[config.mk]
export PLATFORM = sky130hd
export DESIGN_NAME = iht_ctrl
export DESIGN_NICKNAME = d
export VERILOG_FILES = /design/src/hw/rtl/iht_pkg.sv /design/src/hw/rtl/iht_ctrl.sv
export SDC_FILE = /design/constraint.sdc
export NUM_CORES = 1
export LEC_CHECK = 0
export BUFFER_PORTS_ARGS = -buffer_cell sky130_fd_sc_hd__buf_2
export CORE_AREA = 3 3 136 138
export DETAILED_ROUTE_END_ITERATION = 8
export DIE_AREA = 0 0 139 141
export PLACE_DENSITY = 0.7
export SYNTH_ARGS = -nofsm -noshare
export SYNTH_HDL_FRONTEND = slang
export SYNTH_SLANG_ARGS = --single-unit
[constraint.sdc]
create_clock -name clk -period 9.9 [get_ports clk]
set_input_delay 0.99 -clock clk [delete_from_list [all_inputs] [get_ports clk]]
set_output_delay 0.99 -clock clk [all_outputs]
set_load 0.03 [all_outputs]
[src/hw/rtl/iht_pkg.sv]
// ----------------------------------------------------------------------------
// iht_pkg
// Types, constants and helpers shared by the IP host table modules.
// ----------------------------------------------------------------------------
package iht_pkg;

  localparam int BUCKETS  = 256;
  localparam int WAYS     = 4;
  localparam int BUCKET_W = $clog2(BUCKETS);
  localparam int WAY_W    = (WAYS > 1) ? $clog2(WAYS) : 1;
  localparam int IP_W     = 32;
  localparam int IDX_W    = 10;
  localparam int CNT_W    = 11;
  localparam int RM_W     = $clog2(WAYS + 1);
  localparam int IDX_CALC_W = BUCKET_W + WAY_W + 1;
  localparam logic [CNT_W-1:0] CNT_MAX = {CNT_W{1'b1}};
  localparam logic [BUCKET_W-1:0] LAST_BUCKET = BUCKET_W'(BUCKETS - 1);

  typedef enum logic [1:0] {
    OP_LOOKUP = 2'd0,
    OP_CREATE = 2'd1,
    OP_DELETE = 2'd2,
    OP_AGE    = 2'd3
  } op_t;

  typedef enum logic [1:0] {
    ST_IDLE,
    ST_UPD,
    ST_AGE
  } state_t;

  typedef struct packed {
    logic            valid;
    logic            online;
    logic [IP_W-1:0] ip;
  } entry_t;

  typedef entry_t [WAYS-1:0] row_t;

  typedef struct packed {
    logic                en;
    logic [BUCKET_W-1:0] addr;
    row_t                data;
  } mem_wr_t;

  function automatic logic [BUCKET_W-1:0] bucket_of(input logic [IP_W-1:0] ip);
    logic [7:0] b;
    b = ip[7:0] ^ ip[15:8];
    return b[BUCKET_W-1:0];
  endfunction

endpackage

[src/hw/rtl/iht_ctrl.sv]
// ----------------------------------------------------------------------------
// iht_ctrl
// Command sequencer: reads a bucket, matches and updates its ways, writes
// the row back and reports the result; walks all buckets for an age sweep.
// ----------------------------------------------------------------------------
module iht_ctrl (
  input  logic                          clk,
  input  logic                          rst,
  input  logic                          start,
  output logic                          busy,
  input  logic [1:0]                    opcode,
  input  logic [iht_pkg::IP_W-1:0]      host_ip,
  output logic                          done,
  output logic                          hit,
  output logic                          created,
  output logic                          no_room,
  output logic [iht_pkg::IDX_W-1:0]     entry_index,
  output logic [iht_pkg::CNT_W-1:0]     removed_count,
  output logic [iht_pkg::BUCKET_W-1:0]  rd_addr,
  input  iht_pkg::row_t                 rd_row,
  output iht_pkg::mem_wr_t              wr
);
  import iht_pkg::*;

  state_t              state, state_next;
  op_t                 op_q, op_next;
  logic [IP_W-1:0]     ip_q, ip_next;
  logic [BUCKET_W-1:0] sweep_row, sweep_row_next;
  logic [CNT_W-1:0]    acc, acc_next;

  logic                done_next, hit_next, created_next, no_room_next;
  logic [IDX_W-1:0]    index_next;
  logic [CNT_W-1:0]    count_next;

  logic [BUCKET_W-1:0] bucket_q;
  logic                found, free_found;
  logic [WAY_W-1:0]    found_way, free_way;
  row_t                upd_row, age_row;
  logic [RM_W-1:0]     rm;
  logic [CNT_W:0]      sum;
  logic [CNT_W-1:0]    sum_sat;
  logic [IDX_CALC_W-1:0] idx_found, idx_free;

  assign bucket_q = bucket_of(ip_q);
  assign busy     = (state != ST_IDLE);

  // way match and lowest free way
  always_comb begin
    found      = 1'b0;
    free_found = 1'b0;
    found_way  = '0;
    free_way   = '0;
    for (int w = 0; w < WAYS; w++) begin
      if (!found && rd_row[w].valid && rd_row[w].ip == ip_q) begin
        found     = 1'b1;
        found_way = WAY_W'(w);
      end
      if (!free_found && !rd_row[w].valid) begin
        free_found = 1'b1;
        free_way   = WAY_W'(w);
      end
    end
  end

  assign idx_found = IDX_CALC_W'(bucket_q) * IDX_CALC_W'(WAYS) + IDX_CALC_W'(found_way);
  assign idx_free  = IDX_CALC_W'(bucket_q) * IDX_CALC_W'(WAYS) + IDX_CALC_W'(free_way);

  // row after a lookup, create or delete
  always_comb begin
    upd_row = rd_row;
    if (found) begin
      if (op_q == OP_CREATE) begin
        upd_row[found_way].online = 1'b1;
      end else if (op_q == OP_DELETE) begin
        upd_row[found_way] = '0;
      end
    end else if (op_q == OP_CREATE && free_found) begin
      upd_row[free_way].valid  = 1'b1;
      upd_row[free_way].online = 1'b1;
      upd_row[free_way].ip     = ip_q;
    end
  end

  // row after an age pass
  always_comb begin
    age_row = rd_row;
    rm      = '0;
    for (int w = 0; w < WAYS; w++) begin
      if (rd_row[w].valid) begin
        if (!rd_row[w].online) begin
          age_row[w] = '0;
          rm         = rm + RM_W'(1);
        end else begin
          age_row[w].online = 1'b0;
        end
      end
    end
  end

  assign sum     = {1'b0, acc} + (CNT_W+1)'(rm);
  assign sum_sat = (sum > (CNT_W+1)'(CNT_MAX)) ? CNT_MAX : sum[CNT_W-1:0];

  always_comb begin
    state_next     = state;
    op_next        = op_q;
    ip_next        = ip_q;
    sweep_row_next = sweep_row;
    acc_next       = acc;
    done_next      = 1'b0;
    hit_next       = 1'b0;
    created_next   = 1'b0;
    no_room_next   = 1'b0;
    index_next     = '0;
    count_next     = '0;
    rd_addr        = bucket_q;
    wr             = '0;
    unique case (state)
      ST_IDLE: begin
        rd_addr = (op_t'(opcode) == OP_AGE) ? '0 : bucket_of(host_ip);
        if (start) begin
          op_next        = op_t'(opcode);
          ip_next        = host_ip;
          sweep_row_next = '0;
          acc_next       = '0;
          state_next     = (op_t'(opcode) == OP_AGE) ? ST_AGE : ST_UPD;
        end
      end
      ST_UPD: begin
        wr.en        = 1'b1;
        wr.addr      = bucket_q;
        wr.data      = upd_row;
        done_next    = 1'b1;
        hit_next     = found;
        created_next = !found && op_q == OP_CREATE && free_found;
        no_room_next = !found && op_q == OP_CREATE && !free_found;
        if (found) begin
          index_next = idx_found[IDX_W-1:0];
        end else if (op_q == OP_CREATE && free_found) begin
          index_next = idx_free[IDX_W-1:0];
        end
        state_next = ST_IDLE;
      end
      ST_AGE: begin
        rd_addr        = sweep_row + BUCKET_W'(1);
        wr.en          = 1'b1;
        wr.addr        = sweep_row;
        wr.data        = age_row;
        acc_next       = sum_sat;
        sweep_row_next = sweep_row + BUCKET_W'(1);
        if (sweep_row == LAST_BUCKET) begin
          done_next  = 1'b1;
          count_next = sum_sat;
          state_next = ST_IDLE;
        end
      end
      default: state_next = ST_IDLE;
    endcase
  end

  always_ff @(posedge clk) begin
    if (rst) begin
      state <= ST_IDLE;
      done  <= 1'b0;
    end else begin
      state <= state_next;
      done  <= done_next;
    end
  end

  always_ff @(posedge clk) begin
    op_q          <= op_next;
    ip_q          <= ip_next;
    sweep_row     <= sweep_row_next;
    acc           <= acc_next;
    hit           <= hit_next;
    created       <= created_next;
    no_room       <= no_room_next;
    entry_index   <= index_next;
    removed_count <= count_next;
  end

  a_done_src: assert property (@(posedge clk) disable iff (rst)
    done |-> $past(state == ST_UPD || (state == ST_AGE && sweep_row == LAST_BUCKET)))
    else $error("result beat without a finishing state");

  a_flags_excl: assert property (@(posedge clk) disable iff (rst)
    done |-> $onehot0({hit, created, no_room}))
    else $error("conflicting result flags");

  a_count_sweep_only: assert property (@(posedge clk) disable iff (rst)
    done && (hit || created || no_room) |-> removed_count == '0)
    else $error("removed count on a non-sweep beat");

  a_write_busy: assert property (@(posedge clk) disable iff (rst)
    wr.en |-> busy)
    else $error("row write while idle");

endmodule

==> results of run 1 <==
-- logic make-up (layout without fill, tap and decap cells) --
logic type | Yosys count | in the layout | share of synthesized area
adder cells (fa/ha/maj) | 12 | 12 | 0.0225
multiplexers | 4 | 4 | 0.00607
XOR/XNOR | 158 | 158 | 0.198
AND/OR/NAND/NOR | 207 | 207 | 0.167
other | 0 | 1 | 0
buffers and inverters | 79 | 388 | 0.0720
AO/OA/AOI/OAI | 202 | 202 | 0.231
flip-flops | 80 | 80 | 0.304
-- Yosys cell counts (9+ instances only) --
cell | count | share of area
a21oi_1 | 21 | 0.015
nand2b_1 | 10 | 0.0089
nor2b_1 | 16 | 0.014
dfxtp_1 | 27 | 0.077
edfxtp_1 | 53 | 0.23
a22o_1 | 129 | 0.16
nor4_1 | 24 | 0.021
clkbuf_1 | 9 | 0.0048
nor2_1 | 37 | 0.020
nor3_1 | 11 | 0.0079
inv_1 | 10 | 0.0054
xnor2_1 | 24 | 0.030
xor2_1 | 134 | 0.17
buf_2 | 34 | 0.024
buf_6 | 19 | 0.031
o21ai_0 | 13 | 0.0093
nand3_1 | 20 | 0.014
ha_1 | 11 | 0.020
nand2_1 | 35 | 0.019
and2_1 | 13 | 0.012
-- area by class of cell --
type	instances	share of cell area
Sequential cell	80	0.238
Tap cell	225	0.0314
Antenna cell	1	0.000279
Clock inverter	7	0.00684
Clock buffer	9	0.0251
Timing Repair Buffer	362	0.205
Inverter	10	0.00419
Multi-Input combinational cell	583	0.489
-- worst min-delay path by stage --
stage / endpoint / cells past startpoint / slack [ns]
2_1_floorplan: state[1] / 2 / 0.48
3_3_place_gp: state[1] / 2 / 0.50
3_5_place_dp: state[1] / 2 / 0.52
4_1_cts: state[1] / 2 / 0.54
5_1_grt: state[1] / 2 / 0.61
6_report: state[1] / 2 / 0.54
-- sequential cells by signal (all words and copies together), names as in the netlist --
signal and cells:
op_q 2, state 2, no_room 1, hit 1, sweep_row 8, done 1, ip_q 32, removed_count 11
entry_index 10, acc 11, created 1
-- layer usage --
metal  wire length [µm]  vias to the layer above  GRT usage
li1                   -                     3320          -
met1              12500                     3568      0.395
met2              14000                      533      0.474
met3               3360                       90     0.0821
met4               1440                        0      0.136
met5                  0                        -          0
-- critical path, delay by kind of cell (launching register included) --
family / cells / cell delay (ns)
AND/OR/NAND/NOR: 5 / 1.58
AO/OA/AOI/OAI: 2 / 1.30
flip-flops: 1 / 0.67
XOR/XNOR: 1 / 0.26
buffers and inverters: 1 / 0.24
-- power groups by stage --
stage                     sequential (mW)  clock, mW  combinational, mW
final                               0.428      0.329              0.290
after floorplan                     0.394          0              0.203
after global routing                0.430      0.349              0.311
after detailed placement            0.433          0              0.285
after global placement              0.433          0              0.283
after CTS                           0.426      0.334              0.287
-- through the flow --
stage | worst slack [ns] | power, mW | cell area [µm²] | cells | util
CTS | 4.54 | 1.05 | 8970 | 1276 | 0.518
global route | 4.29 | 1.09 | 8970 | 1276 | 0.518
finish | 4.51 | 1.05 | 8970 | 1277 | 0.519
detailed placement | 4.59 | 0.718 | 8680 | 1260 | 0.502
floorplan | 5.71 | 0.597 | 7010 | 742 | -
global placement | 4.71 | 0.715 | 8680 | 1260 | 0.502
==> summary.txt, run 1 <==
Pwr
  • Switching Share: 0.365
  • Switching power: 382 µW
  • VDD IR-drop max: 0.000125 V
  • Pint: 665 µW
  • Pwr Density: 117 nW/µm²
  • Flop pwr share: 0.409
  • Combinational share of power: 0.277
  • Clock share of power: 0.314
  • P_leak: 4.33 nW

Logic synthesis
  • Most common flop cell mapped by yosys: edfxtp_1
  • Avg Inst Size Synth: 9.44 µm²
  • Async SR Flop Fraction: 0
  • Post-Synthesis Cell Area: 7010 µm²
  • Sequential fraction of the synthesis area: 0.304
  • Post-synthesis cell type count: 58
  • Syn_nets: 927
  • Synth Warn #: 0
  • EDFF count, synth: 53
  • Post-synthesis register bit count: 80
  • Mapped Cells: 742

Finish
  • Reg area: 2130 µm²
  • Area Overhead vs Synth: 28.0%
  • Commonest non-fill, non-tap cell in the layout: buf_2
  • Most frequent cells in the layout: 351 x buf_2, 134 x xor2_1, 129 x a22o_1
  • Area occupied by multi-input gates: 4390 µm²
  • Fillers: 1,681
  • Share of cells above drive strength 1: 0.388
  • Layout net count: 1,231

Place
  • Final GP Congestion: 0.933
  • DP HPWL: 23,900 µm
  • Port bufs: 351

Timing
  • Fmax: 0.185 GHz
  • Relative slew slack: 0.130
  • Fin. max-slew vios: 0
  • Hold Slack: 0.536 ns
  • Fin crit period: 5.39 ns
  • Final Cycle Share: 0.545
  • Unrepaired setup endpoints after global routing: no
  • Clock skew: 0.0110 ns
  • Setup-failing EPs final: 0
  • Pin slew with the least headroom to its limit: 1.30 ns
  • Setup TNS: 0 ns
  • Final Hold Viols: 0

GRT
  • First-pass GRT wire length: 44,800 µm
  • GR Util All Layers: 0.303
  • Initial antenna violation count: 0
  • Number of global-route vias before repair: 7,194
  • Gr ovfl total: 0
  • Largest net degree at the start of global routing: 35

Critical path
  • R2R depth: 7
  • Slowest-stage cell, CP: o22ai_2
  • Worst setup path start: ip_q[29]
  • Required time of the critical path: 8.91 ns
  • Reg2Reg Capture Point: entry_index[4]
  • Cells along the critical path: xor2_1 > nor4_1 > nand4_1 > nor3_2 > nand4b_4 > nor3_1 > o22ai_2 > a22o_1 > buf_2
  • CP Capture Type: primary output
  • Reg2Reg Setup Slack: 6.80 ns
  • Crit path arrival time: 4.40 ns
  • CP max FO: 32
  • CP peak stage delay: 0.98 ns
  • Startpoint Class: register
  • End of the critical path: wr[9]
  • FF-to-FF Start: ip_q[29]
  • Crit Path Class: reg2out

Clocking
  • TritonCTS Sinks: 80
  • Clk Latency, worst-skew pair: 0.35 ns
  • Cts bufs inserted: 9
  • Root buf cell: clkbuf_16
  • # resized after CTS: 0
  • TritonCTS clock tree: yes
  • CTS Buffer Depth: 2
  • Htree depth: 3
  • Clk slew on worst S/H paths: 0.07 ns
  • Hold buffers post-CTS: 0
  • Setup Buffers After CTS: 0

Drt
  • Starting DRT DRC Count: 618
  • DRT Wirelength: 31,200 µm
  • DRT Pass-1 Iters: 5
  • Final ANT Viol Nets: 0
  • Vias: 7,511
  • Drt drc: 0
  • WL per Instance: 24.5 µm
  • Vias per cell: 5.88

Floorplanning
  • Die span in y: 141 µm
  • Die width: 139 µm
  • # IOs: 352
  • CORE AREA: 17,300 µm²
  • Initial core utilization: 0.405
  • Floorplan row count: 48
  • Total die area: 19,600 µm²

Status
  • Outcome: completed

Hold path
  • Critical hold path startpoint: state[1]
  • Min-Delay Path Class: reg2reg

Run
  • # Max-Cap Violations: 0
Note: power is estimated with default switching activity, not from simulation.
==> run 2: changes to the inputs <==
PLACE_DENSITY = 0.73   (was 0.7)
clock period = 4.6 ns   (was 9.9 ns; I/O delays follow)
==> run 2 against run 1 <==
Critical path depth increased by 1. Highest routed layer unchanged. Die area unchanged. Final area increased by 1.8%. Via count increased by 0.20%. Critical endpoint is now wr[98]. Routed wire length increased by 0.59%. Setup slack got worse by 4.2 ns. Flip-flop and latch count unchanged. Clock skew decreased by 0.00054 ns. Worst hold slack got worse by 0.25 ns. Non-clock buffer count increased by 19. Core utilization increased by 0.93 points.
==> summary.txt, run 2 (same netlist as run 1, synthesis figures left out) <==
Pwr
  • Combinational share of power: 0.285
  • Switching power: 823 µW
  • VDD IR-drop max: 0.000240 V
  • Flop pwr share: 0.395
  • Pint: 1.48 mW
  • P_leak: 4.43 nW
  • Switching Share: 0.358
  • Clock share of power: 0.320
  • Pwr Density: 252 nW/µm²

Finish
  • Commonest non-fill, non-tap cell in the layout: buf_2
  • Area Overhead vs Synth: 30.3%
  • Largest register FFs: 32
  • Final core occ: 0.528
  • Layout net count: 1,250
  • Top flop regs: ip_q (32), acc (11), removed_count (11)
  • Most frequent cells in the layout: 351 x buf_2, 134 x xor2_1, 129 x a22o_1
  • Largest Register: ip_q
  • Share of cells above drive strength 1: 0.399

GRT
  • GR Util All Layers: 0.304
  • Largest net degree at the start of global routing: 34
  • Gr ovfl total: 0
  • Initial antenna violation count: 1
  • First-pass GRT wire length: 45,200 µm
  • Number of global-route vias before repair: 7,178

Critical path
  • Startpoint Class: register
  • Crit Path Class: reg2out
  • FF-to-FF Start: state[0]
  • Crit path arrival time: 3.82 ns
  • Worst setup path start: ip_q[13]
  • Cells along the critical path: xor2_1 > nor4_1 > nand4_1 > or3_1 > nand2_2 > a21oi_1 > o22ai_2 > buf_4 > a22o_1 > buf_2
  • Required time of the critical path: 4.14 ns
  • CP peak stage delay: 0.71 ns
  • CP max FO: 32
  • Slowest-stage cell, CP: edfxtp_1
  • CP Capture Type: primary output

Drt
  • Drt drc: 0
  • Vias: 7,526
  • DRT Pass-1 Iters: 5
  • DRT Wirelength: 31,400 µm
  • Final ANT Viol Nets: 0
  • Vias per cell: 5.81
  • Starting DRT DRC Count: 693
  • WL per Instance: 24.2 µm

Timing
  • Setup-failing EPs final: 0
  • Pin slew with the least headroom to its limit: 0.833 ns
  • Fmax: 0.233 GHz
  • Clock skew: 0.0104 ns
  • Final Cycle Share: 0.931
  • Fin. max-slew vios: 0
  • Setup TNS: 0 ns
  • Fin crit period: 4.28 ns
  • Unrepaired setup endpoints after global routing: no
  • Relative slew slack: 0.444
  • Final Hold Viols: 0

Clocking
  • Root buf cell: clkbuf_16
  • Setup Buffers After CTS: 0
  • Hold buffers post-CTS: 0
  • Clk Latency, worst-skew pair: 0.35 ns
  • Clk slew on worst S/H paths: 0.07 ns
  • Htree depth: 3
  • CTS Buffer Depth: 2
  • Cts bufs inserted: 9
  • # resized after CTS: 0
  • TritonCTS clock tree: yes
  • TritonCTS Sinks: 80

Place
  • Port bufs: 351
  • DP HPWL: 24,900 µm
  • Final GP Congestion: 0.977

Floorplanning
  • CORE AREA: 17,300 µm²
  • Floorplan row count: 48
  • # IOs: 352
  • Total die area: 19,600 µm²
  • Die width: 139 µm
  • Initial core utilization: 0.405
  • Die span in y: 141 µm

Status
  • Outcome: completed

Hold path
  • Min-Delay Path Class: in2reg
  • Critical hold path startpoint: host_ip[29]

Run
  • # Max-Cap Violations: 0
==> run 2: area by class of cell <==
type	count	area (µm²)
sequential	80	2130
clock buffer	10	250
clock inverter	6	55.1
tap	225	282
multi-input combinational	583	4390
antenna	1	2.50
inverter	10	37.5
timing repair buffer	381	1980
fill	1685	8170
==> run 2: critical path: cells and delay by family, from the launching register on <==
| kind | cells | cell delay (ns) |
|---|---|---|
| AND/OR/NAND/NOR | 4 | 1.40 |
| XOR/XNOR | 1 | 0.27 |
| flip-flops | 1 | 0.71 |
| buffers and inverters | 2 | 0.62 |
| AO/OA/AOI/OAI | 3 | 0.45 |
==> run 2: power by group through the flow <==
stage	logic (mW)	clock network, mW	registers [mW]
after detailed placement	0.644	0	0.919
after global placement	0.641	0	0.918
after CTS	0.649	0.747	0.904
final	0.655	0.737	0.908
after global routing	0.699	0.780	0.911
after floorplan	0.437	0	0.847
==> run 2: metal layers <==
| metal | wire length [µm] | track usage | vias up |
|---|---|---|---|
| met2 | 14300 | 0.491 | 505 |
| met5 | 0 | 0 | - |
| met3 | 3230 | 0.0628 | 64 |
| met1 | 13000 | 0.413 | 3597 |
| met4 | 901 | 0.0942 | 0 |
| li1 | - | - | 3360 |
==> run 2: worst paths after layout <==
path / endpoint / slack (ns) / cells after the start
worst max register to register: acc[10] / 1.52 / 5
worst min register to register: state[1] / 0.56 / 2
worst min-delay path: ip_q[29] / 0.29 / 1
worst max-delay path: wr[98] / 0.32 / 10
==> run 2: metrics by stage <==
| step | hold slack [ns] | setup slack (ns) | power, mW | cells | area (µm²) |
|---|---|---|---|---|---|
| finish | 0.286 | 0.316 | 2.30 | 1296 | 9130 |
| global route | 0.276 | 0.221 | 2.39 | 1296 | 9130 |
| CTS | 0.275 | 0.364 | 2.30 | 1295 | 9130 |
| detailed placement | 0.534 | 0.467 | 1.56 | 1279 | 8820 |
| global placement | 0.509 | 0.624 | 1.56 | 1279 | 8820 |
| floorplan | 0.480 | 0.938 | 1.28 | 742 | 7010 |
